--- config.mk ---
export PLATFORM = sky130hd
export DESIGN_NAME = cs3_ctrl
export DESIGN_NICKNAME = d
export VERILOG_FILES = /design/src/hw/rtl/cs3_pkg.sv /design/src/hw/rtl/cs3_ctrl.sv
export SDC_FILE = /design/constraint.sdc
export NUM_CORES = 1
export LEC_CHECK = 0
export BUFFER_PORTS_ARGS = -buffer_cell sky130_fd_sc_hd__buf_2
export CORE_ASPECT_RATIO = 1.4
export CORE_MARGIN = 2
export CORE_UTILIZATION = 40
export CTS_CLUSTER_SIZE = 8
export DETAILED_ROUTE_END_ITERATION = 10
export GPL_TIMING_DRIVEN = 0
export SYNTH_ARGS = -nofsm -noshare
export SYNTH_HDL_FRONTEND = slang
export SYNTH_SLANG_ARGS = --single-unit
--- constraint.sdc ---
create_clock -name clk -period 1.9 [get_ports clk]
set_input_delay 0.19 -clock clk [delete_from_list [all_inputs] [get_ports clk]]
set_output_delay 0.19 -clock clk [all_outputs]
set_load 0.01 [all_outputs]
--- src/hw/rtl/cs3_pkg.sv ---
`timescale 1ns / 1ps

package cs3_pkg;

    localparam int DATA_WIDTH  = 32;
    localparam int FRAC_BITS   = 16;
    localparam int STORE_DEPTH = 12;
    localparam int IDX_W       = 4;
    localparam int TERM_W      = 3;
    localparam int MAG_W       = DATA_WIDTH;
    // a triple product of magnitudes needs 3*MAG_W bits, sum of six adds 3 more, sign adds 1
    localparam int PROD_W      = 3 * MAG_W;
    localparam int DET_W       = PROD_W + 4;
    localparam int NUM_W       = DET_W + FRAC_BITS;
    localparam int QCNT_W      = $clog2(NUM_W + 1);

    typedef enum logic [3:0] {
        ST_IDLE,
        ST_TERM_LOAD,
        ST_MUL1,
        ST_MUL2,
        ST_MUL3,
        ST_ACCUM,
        ST_DET_DONE,
        ST_DIV,
        ST_EMIT
    } cs3_state_t;

    typedef struct packed {
        logic       term_load;
        logic       mul1;
        logic       mul2;
        logic       mul3;
        logic       accum;
        logic       det_done;
        logic       div_start;
        logic       div_step;
        logic       emit;
        logic [2:0] term;
        logic [1:0] col;      // 0..2 replaced column, 3 for main determinant
    } cs3_cmd_t;

    typedef struct packed {
        logic det_zero;
        logic main_zero;
        logic div_done;
    } cs3_sts_t;

    localparam logic [1:0] COL_MAIN = 2'd3;

    // row-major positions for the six determinant terms
    function automatic logic [IDX_W-1:0] term_pos(input logic [2:0] t, input logic [1:0] k);
        logic [IDX_W-1:0] p;
        p = '0;
        case (t)
            3'd0: p = (k == 2'd0) ? 4'd0 : (k == 2'd1) ? 4'd4 : 4'd8;
            3'd1: p = (k == 2'd0) ? 4'd1 : (k == 2'd1) ? 4'd5 : 4'd6;
            3'd2: p = (k == 2'd0) ? 4'd3 : (k == 2'd1) ? 4'd7 : 4'd2;
            3'd3: p = (k == 2'd0) ? 4'd2 : (k == 2'd1) ? 4'd4 : 4'd6;
            3'd4: p = (k == 2'd0) ? 4'd0 : (k == 2'd1) ? 4'd5 : 4'd7;
            3'd5: p = (k == 2'd0) ? 4'd1 : (k == 2'd1) ? 4'd3 : 4'd8;
            default: p = '0;
        endcase
        return p;
    endfunction

endpackage

--- src/hw/rtl/cs3_ctrl.sv ---
`timescale 1ns / 1ps

module cs3_ctrl (
    input  logic               clk,
    input  logic               rst_n,
    input  logic               start,
    input  logic               out_free,
    input  cs3_pkg::cs3_sts_t  sts,
    output cs3_pkg::cs3_cmd_t  cmd,
    output logic               busy,
    output logic [1:0]         root_num
);

    cs3_pkg::cs3_state_t state_reg, state_next;
    logic [2:0] term_reg, term_next;
    logic [1:0] col_reg, col_next;
    logic [1:0] root_reg, root_next;

    always_ff @(posedge clk or negedge rst_n)
    begin
        if (!rst_n)
        begin
            state_reg <= cs3_pkg::ST_IDLE;
            term_reg  <= '0;
            col_reg   <= cs3_pkg::COL_MAIN;
            root_reg  <= '0;
        end
        else
        begin
            state_reg <= state_next;
            term_reg  <= term_next;
            col_reg   <= col_next;
            root_reg  <= root_next;
        end
    end

    always_comb
    begin
        state_next = state_reg;
        term_next  = term_reg;
        col_next   = col_reg;
        root_next  = root_reg;
        unique case (state_reg)
            cs3_pkg::ST_IDLE:
            begin
                if (start)
                begin
                    state_next = cs3_pkg::ST_TERM_LOAD;
                    term_next  = '0;
                    col_next   = cs3_pkg::COL_MAIN;
                    root_next  = '0;
                end
            end
            cs3_pkg::ST_TERM_LOAD: state_next = cs3_pkg::ST_MUL1;
            cs3_pkg::ST_MUL1:      state_next = cs3_pkg::ST_MUL2;
            cs3_pkg::ST_MUL2:      state_next = cs3_pkg::ST_MUL3;
            cs3_pkg::ST_MUL3:      state_next = cs3_pkg::ST_ACCUM;
            cs3_pkg::ST_ACCUM:
            begin
                if (term_reg == 3'd5)
                    state_next = cs3_pkg::ST_DET_DONE;
                else
                begin
                    term_next  = term_reg + 3'd1;
                    state_next = cs3_pkg::ST_TERM_LOAD;
                end
            end
            cs3_pkg::ST_DET_DONE:
            begin
                term_next = '0;
                if (col_reg == cs3_pkg::COL_MAIN)
                begin
                    if (sts.det_zero)
                        state_next = cs3_pkg::ST_EMIT;
                    else
                    begin
                        col_next   = 2'd0;
                        state_next = cs3_pkg::ST_TERM_LOAD;
                    end
                end
                else
                    state_next = cs3_pkg::ST_DIV;
            end
            cs3_pkg::ST_DIV:
                if (sts.div_done)
                    state_next = cs3_pkg::ST_EMIT;
            cs3_pkg::ST_EMIT:
            begin
                if (out_free)
                begin
                    root_next = root_reg + 2'd1;
                    if (root_reg == 2'd2)
                        state_next = cs3_pkg::ST_IDLE;
                    else if (sts.main_zero)
                        state_next = cs3_pkg::ST_EMIT;
                    else
                    begin
                        col_next   = col_reg + 2'd1;
                        state_next = cs3_pkg::ST_TERM_LOAD;
                    end
                end
            end
            default: state_next = cs3_pkg::ST_IDLE;
        endcase
    end

    always_comb
    begin
        cmd           = '0;
        cmd.term      = term_reg;
        cmd.col       = col_reg;
        cmd.term_load = (state_reg == cs3_pkg::ST_TERM_LOAD);
        cmd.mul1      = (state_reg == cs3_pkg::ST_MUL1);
        cmd.mul2      = (state_reg == cs3_pkg::ST_MUL2);
        cmd.mul3      = (state_reg == cs3_pkg::ST_MUL3);
        cmd.accum     = (state_reg == cs3_pkg::ST_ACCUM);
        cmd.det_done  = (state_reg == cs3_pkg::ST_DET_DONE);
        cmd.div_start = (state_reg == cs3_pkg::ST_DET_DONE) && (col_reg != cs3_pkg::COL_MAIN);
        cmd.div_step  = (state_reg == cs3_pkg::ST_DIV);
        cmd.emit      = (state_reg == cs3_pkg::ST_EMIT) && out_free;
        busy          = (state_reg != cs3_pkg::ST_IDLE);
        root_num      = root_reg;
    end

endmodule

==> PnR_summary.wiki, run 1 <==
{| class="wikitable"
! Metric !! Value
|-
| Outcome || completed
|-
| Largest clock skew in the final design || 0.00469 ns
|-
| Number of setup violations in the final report || 0
|-
| Fmax achieved || 554 MHz
|-
| Port-buffer cells || 23
|-
| Tightest Pin Transition || around 0.47 ns
|-
| Internal cell power || roughly 0.87 mW
|-
| Primary FF master, synth || sky130_fd_sc_hd__dfrtp_1
|-
| Remaining routing DRC violations || 0
|-
| Worst Hold Path Cells || 2
|-
| Part of the total power dissipated in the clock network || 10.2%
|-
| Via count of the routed design || 870
|-
| Routed wl met3 || around 75 um
|-
| Clock network latency to the later pin of the worst-skew pair || ~0.27 ns
|-
| Synth-to-layout area growth || 20.2%
|-
| Flop pwr share || 26.1%
|-
| Combined area of the multi-input logic cells || 529 um2
|-
| Worst setup startpoint || state_reg[0]
|-
| Placer's final routability congestion estimate || 0.792
|-
| Beginning of the worst register-to-register path || col_reg[0]
|-
| Final worst-path cycle share || between 90% and 100%
|-
| Critical Path Sink Type || output port
|-
| Per-cell routed wire length || ~14 um
|-
| Top Layer Used || met4
|-
| Register area share after synthesis || 31.6%
|-
| Number of global-route vias before repair || 813
|-
| Sw Share || 46.2%
|-
| Count of distinct cell types in the synthesized netlist || 42
|-
| Area enclosed by the die boundary || 2600 um2
|-
| Min cycle time layout || 1.80 ns
|-
| Clk Tree Root Cell || sky130_fd_sc_hd__clkbuf_4
|-
| H-tree depth || 1
|-
| Worst Path Required || about 1.7 ns
|-
| Nets@finish || 142
|-
| Switching Power || around 0.75 mW
|-
| Number of enable-type register cells in the synthesized netlist || 0
|-
| Critical Path Fanout Max || 10
|-
| First-pass GRT wire length || 3750 um
|-
| CTS tree || done
|-
| Post-synth design cell area || 880 um2
|-
| Detailed-routed wire length on met2 || 1130 um
|-
| CTS clock-pin slew for the worst setup and hold paths || 0.07 ns
|-
| Yosys reg bits || 11
|-
| R2r worst-path depth || 5
|-
| Flip-flop count of the largest register after layout || 4
|-
| Post-synth ARST share || 100%
|-
| Setup slack on the worst flop-to-flop path || 0.20 ns
|-
| Setup repair after global routing missed its margin || no
|-
| Category of the most critical setup path || register to output port
|-
| Slew Limit Headroom || 68.5%
|-
| Via count normalized by instance count || approximately 5.7
|-
| Num ports || 24
|-
| Final Max Tran Viols || 0
|-
| Worst hold slack || roughly 0.21 ns
|-
| Filler Cell Count || 241
|-
| Row Count || 20
|-
| R2r endpoint || col_reg[1]
|-
| Comb pwr share || between 60% and 70%
|-
| Total congestion overflow after global routing || 0
|-
| Fin Setup TNS || 0 ns
|-
| Die width || 43.6 um
|-
| Sequential Area || 278 um2
|-
| Post-detailed-route count of antenna-violating nets || 0
|-
| Fraction of final layout cells with drive strength greater than 1 || between 20% and 30%
|-
| Worst hold path type || input port to register
|-
| Fraction of the core area covered by cells at the end of the flow || about half
|-
| Pin count of the biggest net entering global routing || 12
|-
| Y dimension of the die || 59.5 um
|-
| Net count of the mapped netlist || ~110
|-
| Cell count after synthesis || between 100 and 150
|-
| Starting Density || between 40% and 50%
|-
| DPL Wire Length || 1710 um
|-
| Category of the worst setup path launch point || register
|-
| Initial antenna violation count || 0
|-
| Routed length on met1 || 951 um
|-
| Final hold violations || 0
|-
| Number of buffers inserted during clock tree synthesis || 3
|-
| Area of the placeable core || 2130 um2
|-
| Count of inserted antenna diode cells || 0
|-
| Power Dens Cells || 1530 nW/um2
|-
| Arr. time, crit path || 1.61 ns
|-
| Overall Global Routing Usage || 19.2%
|-
| Maxcap violations || 0
|-
| IR Drop Worst-Case VDD || 0.000682 V
|-
| Initial detailed-routing violation count || 11
|-
| Static Leakage || 0.498 nW
|-
| Final wirelength || 2200 um
|-
| Buffer levels on the longest clock path || 2
|-
| Synthesis Warnings || 0
|-
| Startpoint of the tightest hold check path || out_free
|-
| Number of clock sinks || 11
|-
| Average cell area after synthesis || 8.54 um2
|-
| Worst hold endpoint || state_reg[3]
|-
| Number of iterations in the first detailed-routing pass || 4
|}
synthesized netlist by cell type, drive strengths merged (3+ instances only):
cell type | instances | share of area, %
nand2 | 9 | 3.8
nor3 | 6 | 4.0
nor2 | 7 | 3.0
ha | 4 | 5.7
a31oi | 3 | 2.1
o21ai | 8 | 4.6
nand3b | 3 | 2.6
buf | 6 | 4.8
dfrtp | 9 | 26
inv | 6 | 2.6
a21oi | 8 | 4.6
final cells by class:
cell class	count	share of cell area, %
plain buffers	7	4.62
clock buffers	4	2.49
inverters	6	2.13
multi-input cells	78	50.1
flip-flops and latches	11	26.3
well taps	22	2.60
repair buffers	24	11.8
stage by stage:
stage | power [mW] | instance area, um2 | setup slack, ns | std cells
2_1_floorplan | 1.17 | 880 | 0.231 | 103
3_3_place_gp | 1.45 | 1020 | 0.215 | 148
3_5_place_dp | 1.46 | 1020 | 0.197 | 148
4_1_cts | 1.63 | 1060 | 0.0169 | 153
5_1_grt | 1.78 | 1060 | 0.00413 | 152
6_report | 1.62 | 1060 | 0.0962 | 152
critical path: stages, from the launching register on:
cell and delay [ns]:
sky130_fd_sc_hd__dfrtp_1 0.39, sky130_fd_sc_hd__buf_6 0.14, sky130_fd_sc_hd__buf_4 0.17, sky130_fd_sc_hd__or4_1 0.49
sky130_fd_sc_hd__buf_2 0.15
power by group through the flow:
stage / logic, mW / clock network [mW] / registers [mW]
after floorplan: 0.728 / 0 / 0.440
after global placement: 1.02 / 0 / 0.424
after detailed placement: 1.03 / 0 / 0.430
after CTS: 1.04 / 0.166 / 0.426
after global routing: 1.16 / 0.181 / 0.440
final: 1.03 / 0.164 / 0.422
worst max-delay path by stage:
stage	to	slack [ns]	cells after the start
after CTS	busy	0.02	4
final	busy	0.1	4
after global placement	col_reg[1]	0.21	5
after floorplan	col_reg[1]	0.23	5
after global routing	col_reg[1]	0.004	6
after detailed placement	col_reg[1]	0.20	5
cells by family (layout without fill, tap and decap cells):
kind of cell | count (synthesis) | count (layout) | synth area share, %
simple gates | 40 | 40 | 28.4
compound gates | 31 | 31 | 22.8
buf+inv | 14 | 41 | 8.25
flops | 11 | 11 | 31.6
fa+ha+maj | 4 | 4 | 5.69
mux | 2 | 2 | 2.28
xor+xnor | 1 | 1 | 0.996
routing by layer:
| layer | vias to the layer above | track usage, % |
|---|---|---|
| met5 | - | 0 |
| met1 | 412 | 23.9 |
| met4 | 0 | 9.09 |
| li1 | 433 | - |
| met2 | 20 | 32.8 |
| met3 | 5 | 1.83 |
timing repair:
item	in CTS	in global routing
buffers inserted	0	0
hold endpoints to repair	9	0
hold buffers	1	0
endpoints found under the setup margin	0	1
gates resized for setup	0	2
cells in the final DEF, fill, tap and decap left out, types with 2 or more instances in the layout:
cell / Yosys / routed
sky130_fd_sc_hd__a21o_1: 2 / 2
sky130_fd_sc_hd__a21oi_1: 8 / 8
sky130_fd_sc_hd__a31oi_1: 3 / 3
sky130_fd_sc_hd__buf_2: 4 / 26
sky130_fd_sc_hd__buf_6: 2 / 2
sky130_fd_sc_hd__clkbuf_1: 2 / 2
sky130_fd_sc_hd__clkbuf_4: 0 / 3
sky130_fd_sc_hd__dfrtp_1: 9 / 9
sky130_fd_sc_hd__dfstp_2: 2 / 2
sky130_fd_sc_hd__ha_1: 4 / 4
sky130_fd_sc_hd__inv_1: 6 / 6
sky130_fd_sc_hd__mux2i_1: 2 / 2
sky130_fd_sc_hd__nand2_1: 9 / 9
sky130_fd_sc_hd__nand2b_1: 2 / 2
sky130_fd_sc_hd__nand3b_1: 3 / 3
sky130_fd_sc_hd__nor2_1: 7 / 7
sky130_fd_sc_hd__nor3_1: 5 / 5
sky130_fd_sc_hd__nor3b_1: 2 / 2
sky130_fd_sc_hd__o21ai_0: 4 / 4
sky130_fd_sc_hd__o21ai_1: 4 / 4
(Power assumes the default switching activity.)
==> inputs of run 2 (changes only) <==
- ABC_AREA: default -> 1
==> run 2 against run 1 <==
Count of clock-buffer cells in the layout is the same. Final cell count grew 13%. Sequential power is essentially flat. Register-to-register slack gained 0.37 ns. Routed wire length shrank 15%. Critical endpoint is now cmd[5]. Synthesized cell count grew 19%. Setup slack gained 0.18 ns. Critical path depth grew 2. Maximum frequency grew 11%. Combinational power shrank 21%.
==> PnR_summary.wiki, run 2 <==
{| class="wikitable"
! Metric !! Value
|-
| Fmax achieved || 615 MHz (was 554 MHz)
|-
| Post-synthesis mux area share || 0% (was 2.28%)
|-
| Row Count || 19 (was 20)
|-
| CTS clock-pin slew for the worst setup and hold paths || 0.08 ns (was 0.07 ns)
|-
| Final worst-path cycle share || 85.6% (was 94.9%)
|-
| DP Area || 958 um2 (was 1020 um2)
|-
| Final Instance Count excl. Fillers || 172 (was 152)
|-
| CP bufs+invs || 3 (unchanged)
|-
| Tightest Pin Transition || 0.278 ns (was 0.466 ns)
|-
| Top cell type's share of synthesized area || 27.6% (was 25.6%)
|-
| Post-synth ARST share || 100% (unchanged)
|-
| Synthesis Warnings || 0 (unchanged)
|-
| Starting Density || 41.9% (was 41.4%)
|-
| Nets@finish || 163 (was 142)
|-
| Cell total after placement || 167 (was 148)
|-
| Critical Path Sink Type || output port (unchanged)
|-
| Parity-gate share of the synthesized area counting xor and xnor cells || 1.07% (was 0.996%)
|-
| Slowest-stage cell, CP || sky130_fd_sc_hd__dfrtp_1 (was sky130_fd_sc_hd__or4_1)
|-
| Worst hold slack || 0.211 ns (was 0.206 ns)
|-
| Num ports || 24 (unchanged)
|-
| Number of clock sinks || 11 (unchanged)
|-
| Area of the placeable core || 1950 um2 (was 2130 um2)
|-
| Total congestion overflow after global routing || 0 (unchanged)
|-
| Clock network latency to the later pin of the worst-skew pair || 0.27 ns (about the same)
|-
| Part of the total power dissipated in the clock network || 12.1% (was 10.2%)
|-
| Primary FF master, synth || sky130_fd_sc_hd__dfrtp_1 (unchanged)
|-
| Y dimension of the die || 57.5 um (was 59.5 um)
|-
| CTS tree || done (unchanged)
|-
| IR Drop Worst-Case VDD || 0.000573 V (was 0.000682 V)
|-
| Initial detailed-routing violation count || 11 (unchanged)
|-
| Die width || 42.2 um (was 43.6 um)
|-
| Most common cell in the synthesized netlist || sky130_fd_sc_hd__nand2_1
|-
| Clk Tree Root Cell || sky130_fd_sc_hd__clkbuf_4 (unchanged)
|-
| Net count of the mapped netlist || 134 (was 114)
|-
| Outcome || completed (unchanged)
|-
| Category of the most critical setup path || register to output port (unchanged)
|-
| Fraction of the core area covered by cells at the end of the flow || 51.0% (was 49.7%)
|-
| Fin Setup TNS || 0 ns (unchanged)
|-
| Per-cell routed wire length || 10.9 um (was 14.5 um)
|-
| Comb pwr share || 57.6% (was 63.7%)
|-
| Post-synth design cell area || 817 um2 (was 880 um2)
|-
| Average cell area after synthesis || 6.64 um2 (was 8.54 um2)
|-
| Number of global-route vias before repair || 829 (was 813)
|-
| Number of setup violations in the final report || 0 (unchanged)
|-
| Yosys reg bits || 11 (unchanged)
|-
| Slew Limit Headroom || 81.5% (was 68.5%)
|-
| Compound-gate portion of the synthesized area || 3.06% (was 22.8%)
|-
| Most area-consuming cells after synthesis || sky130_fd_sc_hd__dfrtp_1, sky130_fd_sc_hd__nand2_1, sky130_fd_sc_hd__inv_1 (was sky130_fd_sc_hd__dfrtp_1, sky130_fd_sc_hd__dfstp_2, sky130_fd_sc_hd__ha_1)
|-
| Most frequent standard cell in the layout excluding fill and tap cells || sky130_fd_sc_hd__nand2_1 (was sky130_fd_sc_hd__buf_2)
|-
| Count of inserted antenna diode cells || 0 (unchanged)
|-
| Area enclosed by the die boundary || 2430 um2 (was 2600 um2)
|-
| Cell count after synthesis || 123 (was 103)
|-
| Maxcap violations || 0 (unchanged)
|-
| Largest clock skew in the final design || 0.00247 ns (was 0.00469 ns)
|-
| Count of distinct cell types in the synthesized netlist || 19 (was 42)
|-
| Arr. time, crit path || 1.44 ns (was 1.61 ns)
|-
| Synth-to-layout area growth || 21.7% (was 20.2%)
|-
| Final wirelength || 1880 um (was 2200 um)
|-
| H-tree depth || 1 (unchanged)
|-
| Flop pwr share || 30.2% (was 26.1%)
|-
| Pre-CTS WS || 0.574 ns (was 0.197 ns)
|-
| Setup repair after global routing missed its margin || no (unchanged)
|-
| Post-detailed-route count of antenna-violating nets || 0 (unchanged)
|-
| Placer's final routability congestion estimate || 0.861 (was 0.792)
|-
| Power Dens Cells || 1410 nW/um2 (was 1530 nW/um2)
|-
| Number of iterations in the first detailed-routing pass || 4 (unchanged)
|-
| Via count of the routed design || 833 (was 870)
|-
| Register area share after synthesis || 34.0% (was 31.6%)
|-
| Sw Share || 49.8% (was 46.2%)
|-
| Internal cell power || 0.705 mW (was 0.869 mW)
|-
| Most frequent cells after synthesis || sky130_fd_sc_hd__nand2_1, sky130_fd_sc_hd__inv_1, sky130_fd_sc_hd__nor2_1, sky130_fd_sc_hd__nand3_1, sky130_fd_sc_hd__dfrtp_1 (was sky130_fd_sc_hd__dfrtp_1, sky130_fd_sc_hd__nand2_1, sky130_fd_sc_hd__a21oi_1, sky130_fd_sc_hd__nor2_1, sky130_fd_sc_hd__inv_1)
|-
| Critical Path Fanout Max || 6 (was 10)
|-
| Simple-gate portion of the synthesized area || 47.0% (was 28.4%)
|-
| Flip-flop count of the largest register after layout || 4 (unchanged)
|-
| Crit path cell chain || inv_1 -> nand2_1 -> nor2_4 -> nand2_1 -> inv_1 -> buf_2 (was buf_6 -> buf_4 -> or4_1 -> buf_2)
|-
| Filler Cell Count || 204 (was 241)
|-
| DPL Wire Length || 1560 um (was 1710 um)
|-
| Number of enable-type register cells in the synthesized netlist || 0 (unchanged)
|-
| CP max stage delay || 0.41 ns (was 0.49 ns)
|-
| Static Leakage || 0.591 nW (was 0.498 nW)
|-
| Number of buffers inserted during clock tree synthesis || 3 (unchanged)
|-
| Post-synthesis share of cell area spent on full adders, half adders and majority gates || 6.13% (was 5.69%)
|-
| Worst hold path type || input port to register (unchanged)
|-
| Dominant combinational cell family by area after synthesis || simple AND/OR/NAND/NOR gates (unchanged)
|-
| Final Max Tran Viols || 0 (unchanged)
|-
| Top Family by Delay on Critical Path || flip-flops (was simple AND/OR/NAND/NOR gates)
|-
| Worst Path Required || 1.71 ns (about the same)
|-
| Via count normalized by instance count || 4.84 (was 5.72)
|-
| Port-buffer cells || 23 (unchanged)
|-
| Min cycle time layout || 1.63 ns (was 1.80 ns)
|-
| Buffer levels on the longest clock path || 2 (unchanged)
|-
| First-pass GRT wire length || 3440 um (was 3750 um)
|-
| Fraction of final layout cells with drive strength greater than 1 || 26.5% (was 29.2%)
|-
| Initial antenna violation count || 0 (unchanged)
|-
| Final hold violations || 0 (unchanged)
|-
| Overall power || 1.40 mW (was 1.62 mW)
|-
| Most area-hungry cell type in the Yosys netlist || sky130_fd_sc_hd__dfrtp_1 (unchanged)
|-
| Category of the worst setup path launch point || register (unchanged)
|-
| Leading cell types in the layout, fill and taps excluded || sky130_fd_sc_hd__nand2_1, sky130_fd_sc_hd__buf_2, sky130_fd_sc_hd__inv_1, sky130_fd_sc_hd__nor2_1, sky130_fd_sc_hd__nand3_1 (was sky130_fd_sc_hd__buf_2, sky130_fd_sc_hd__nand2_1, sky130_fd_sc_hd__dfrtp_1, sky130_fd_sc_hd__a21oi_1, sky130_fd_sc_hd__nor2_1)
|-
| Switching Power || 0.698 mW (was 0.747 mW)
|-
| Pin count of the biggest net entering global routing || 12 (unchanged)
|-
| Overall Global Routing Usage || 18.2% (was 19.2%)
|-
| Final instance area || 995 um2 (was 1060 um2)
|-
| Remaining routing DRC violations || 0 (unchanged)
|-
| Setup slack on the worst flop-to-flop path || 0.57 ns (was 0.20 ns)
|-
| Final WS setup || 0.273 ns (was 0.0962 ns)
|}
run 2: kinds of logic (layout without fill, tap and decap cells):
group / Yosys count / after routing
adder cells (fa/ha/maj): 4 / 4
AND/OR/NAND/NOR: 83 / 83
flip-flops: 11 / 11
buffers and inverters: 19 / 47
XOR/XNOR: 1 / 1
AO/OA/AOI/OAI: 5 / 5
run 2: per-layer routing:
metal | global-route usage (%) | part of all wire [%] | up-vias
met4 | 8.93 | 1.8 | 0
li1 | - | - | 439
met3 | 2.53 | 4.3 | 4
met2 | 30.3 | 49 | 21
met5 | 0 | 0 | -
met1 | 22.8 | 44 | 369
run 2: worst register-to-register path, cell delays in order (launching register included):
cell	delay (ns)
sky130_fd_sc_hd__dfrtp_1	0.47
sky130_fd_sc_hd__nor2_1	0.25
sky130_fd_sc_hd__nand3_1	0.20
sky130_fd_sc_hd__nand2_1	0.13
sky130_fd_sc_hd__inv_2	0.05
sky130_fd_sc_hd__nand2_2	0.07
sky130_fd_sc_hd__nand2_1	0.05
sky130_fd_sc_hd__nand2_1	0.06
run 2: what timing repair did:
item                      4_1_cts  5_1_grt
buffers inserted                0        0
hold endpoints to repair        9        0
resized for setup               0        0
hold buffers                    1        0
run 2: worst paths after layout:
check / cells past startpoint / startpoint / to
setup / recovery: 6 / state_reg[2] / cmd[5]
hold / removal: 4 / out_free / state_reg[3]
setup reg to reg: 7 / state_reg[0] / term_reg[2]
hold reg to reg: 2 / col_reg[1] / col_reg[1]
max in group asynchronous: 2 / rst_n / col_reg[1]
min in group asynchronous: 2 / rst_n / root_num[1]
run 2: cell type report:
type	count	area, um2	share of cell area (%)
multi-input combinational	93	468	47.0
sequential	11	278	27.9
timing repair buffer	24	125	12.6
inverter	19	71.3	7.17
clock buffer	4	26.3	2.64
tap	21	26.3	2.64
run 2: power by group through the flow:
stage / logic (mW) / clock network, mW / registers (mW)
2_1_floorplan: 0.575 / 0 / 0.434
3_3_place_gp: 0.805 / 0 / 0.426
3_5_place_dp: 0.820 / 0 / 0.429
4_1_cts: 0.824 / 0.177 / 0.426
5_1_grt: 0.947 / 0.183 / 0.438
6_report: 0.809 / 0.171 / 0.424
==> inputs of run 3 (changes only) <==
- CELL_PAD_IN_SITES_DETAIL_PLACEMENT: default -> 1
- CELL_PAD_IN_SITES_GLOBAL_PLACEMENT: default -> 1
- CORE_UTILIZATION: 40 -> 34
- CTS_CLUSTER_SIZE: 8 -> 25
- PLACE_DENSITY_LB_ADDON: default -> 0.1
==> run 3 against run 2 <==
Final area is 0.25% higher. Non-clock buffer count stayed put. Count of clock-buffer cells in the layout stayed put. Die area is 16% higher. Largest cell class unchanged.
==> PnR_summary.wiki, run 3 (synthesis results as in run 2) <==
{| class="wikitable"
! Metric !! Value
|-
| Final wirelength || 2190 um (was 1880 um)
|-
| Starting Density || 34.9% (was 41.9%)
|-
| Buffer levels on the longest clock path || 2 (unchanged)
|-
| Critical Path Sink Type || output port (unchanged)
|-
| Row Count || 21 (was 19)
|-
| Via count normalized by instance count || 4.97 (was 4.84)
|-
| Crit path cell chain || inv_1 -> nand2_1 -> nor2_4 -> nand2_1 -> inv_1 -> buf_2 (unchanged)
|-
| CTS clock-pin slew for the worst setup and hold paths || 0.08 ns (about the same)
|-
| Worst Path Required || 1.71 ns (about the same)
|-
| Combined area of the multi-input logic cells || 468 um2 (unchanged)
|-
| Fin Setup TNS || 0 ns (unchanged)
|-
| Fmax achieved || 613 MHz (was 615 MHz)
|-
| CTS tree || done (unchanged)
|-
| Number of clock sinks || 11 (unchanged)
|-
| Worst hold path type || input port to register (unchanged)
|-
| CP max stage delay || 0.40 ns (was 0.41 ns)
|-
| Clock network latency to the later pin of the worst-skew pair || 0.27 ns (about the same)
|-
| Slew Limit Headroom || 79.4% (was 81.5%)
|-
| Count of inserted antenna diode cells || 0 (unchanged)
|-
| H-tree depth || 1 (unchanged)
|-
| Outcome || completed (unchanged)
|-
| Sequential Area || 278 um2 (unchanged)
|-
| Nets@finish || 163 (unchanged)
|-
| Slowest-stage cell, CP || sky130_fd_sc_hd__dfrtp_1 (unchanged)
|-
| First-pass GRT wire length || 3530 um (was 3440 um)
|-
| IR Drop Worst-Case VDD || 0.000530 V (was 0.000573 V)
|-
| Tightest Pin Transition || 0.308 ns (was 0.278 ns)
|-
| Number of global-route vias before repair || 858 (was 829)
|-
| Static Leakage || 0.591 nW (unchanged)
|-
| Flip-flop count of the largest register after layout || 4 (unchanged)
|-
| Initial detailed-routing violation count || 12 (was 11)
|-
| Synth-to-layout area growth || 22.1% (was 21.7%)
|-
| Min cycle time layout || 1.63 ns (about the same)
|-
| Category of the most critical setup path || register to output port (unchanged)
|-
| Cell total after placement || 169 (was 167)
|-
| Final Instance Count excl. Fillers || 174 (was 172)
|-
| Clk Tree Root Cell || sky130_fd_sc_hd__clkbuf_4 (unchanged)
|-
| Total congestion overflow after global routing || 0 (unchanged)
|-
| Leading cell types in the layout, fill and taps excluded || sky130_fd_sc_hd__nand2_1, sky130_fd_sc_hd__buf_2, sky130_fd_sc_hd__inv_1, sky130_fd_sc_hd__nor2_1, sky130_fd_sc_hd__nand3_1 (unchanged)
|-
| Final worst-path cycle share || 85.9% (was 85.6%)
|-
| Largest clock skew in the final design || 0.00588 ns (was 0.00247 ns)
|-
| Area of the placeable core || 2340 um2 (was 1950 um2)
|-
| Power Dens Cells || 1430 nW/um2 (was 1410 nW/um2)
|-
| Category of the worst setup path launch point || register (unchanged)
|-
| Final hold violations || 0 (unchanged)
|-
| Number of setup violations in the final report || 0 (unchanged)
|-
| Die width || 45.4 um (was 42.2 um)
|-
| Final WS setup || 0.269 ns (was 0.273 ns)
|-
| Post-cts gate resize count || 0 (unchanged)
|-
| Y dimension of the die || 62 um (was 57.5 um)
|-
| Pre-CTS WS || 0.457 ns (was 0.574 ns)
|-
| Area enclosed by the die boundary || 2820 um2 (was 2430 um2)
|-
| CTS hold repair buffers || 1 (unchanged)
|-
| Via count of the routed design || 865 (was 833)
|-
| Maxcap violations || 0 (unchanged)
|-
| Arr. time, crit path || 1.44 ns (about the same)
|-
| Pin count of the biggest net entering global routing || 12 (unchanged)
|-
| Setup repair after global routing missed its margin || no (unchanged)
|-
| Per-cell routed wire length || 12.6 um (was 10.9 um)
|-
| DPL Wire Length || 1850 um (was 1560 um)
|-
| Worst hold slack || 0.216 ns (was 0.211 ns)
|-
| Num ports || 24 (unchanged)
|-
| Initial antenna violation count || 0 (unchanged)
|-
| Post-CTS Setup Inserts || 0 (unchanged)
|-
| Critical Path Fanout Max || 6 (unchanged)
|-
| Port-buffer cells || 23 (unchanged)
|-
| Remaining routing DRC violations || 0 (unchanged)
|-
| Placer's final routability congestion estimate || 0.801 (was 0.861)
|-
| Number of buffers inserted during clock tree synthesis || 3 (unchanged)
|-
| Most frequent standard cell in the layout excluding fill and tap cells || sky130_fd_sc_hd__nand2_1 (unchanged)
|-
| Filler Cell Count || 322 (was 204)
|-
| Final Max Tran Viols || 0 (unchanged)
|-
| Number of iterations in the first detailed-routing pass || 4 (unchanged)
|-
| Fraction of final layout cells with drive strength greater than 1 || 26.5% (unchanged)
|-
| Post-detailed-route count of antenna-violating nets || 0 (unchanged)
|-
| Overall Global Routing Usage || 17.3% (was 18.2%)
|}
run 3: cell counts in the layout (fill, tap and decap cells not counted):
Identical to the previous run, type by type.
run 3: stage by stage:
step | power (mW) | util, % | instance area, um2
2_1_floorplan | 1.01 | - | 817
3_3_place_gp | 1.26 | 41.1 | 961
3_5_place_dp | 1.28 | 41.1 | 961
4_1_cts | 1.46 | 42.6 | 997
5_1_grt | 1.58 | 42.6 | 997
6_report | 1.43 | 42.6 | 997
run 3: metal layers:
layer / GRT usage [%] / share of wire [%]
met2: 32.0 / 54
met1: 19.3 / 42
met4: 7.56 / 0.91
met5: 0 / 0
met3: 2.02 / 3.4
run 3: worst paths after layout:
path | from | to | slack, ns | cells after the start
setup / recovery | state_reg[2] | cmd[5] | 0.27 | 6
hold / removal | out_free | state_reg[3] | 0.22 | 4
setup reg to reg | state_reg[0] | root_num[1] | 0.47 | 5
hold reg to reg | col_reg[1] | col_reg[1] | 0.48 | 2
max in group asynchronous | rst_n | col_reg[0] | 1.31 | 2
min in group asynchronous | rst_n | state_reg[2] | 0.32 | 2
run 3: cell type report:
class	count	area share, %
Tap cell	23	2.89
Inverter	19	7.15
Sequential cell	11	27.9
Clock buffer	4	2.63
Timing Repair Buffer	24	12.5
Multi-Input combinational cell	93	46.9
run 3: critical path: cells and delay by family, from the launching register on:
family                 cells  cell delay (ns)
AND/OR/NAND/NOR            3             0.41
flip-flops                 1             0.40
buffers and inverters      3             0.36
run 3: power breakdown:
part / total (mW) / switching (mW) / internal [mW] / leakage [nW]
clock: 0.167 / 0.0856 / 0.0813 / 0.0150
combinational: 0.838 / 0.546 / 0.292 / 0.435
sequential: 0.424 / 0.0919 / 0.332 / 0.141
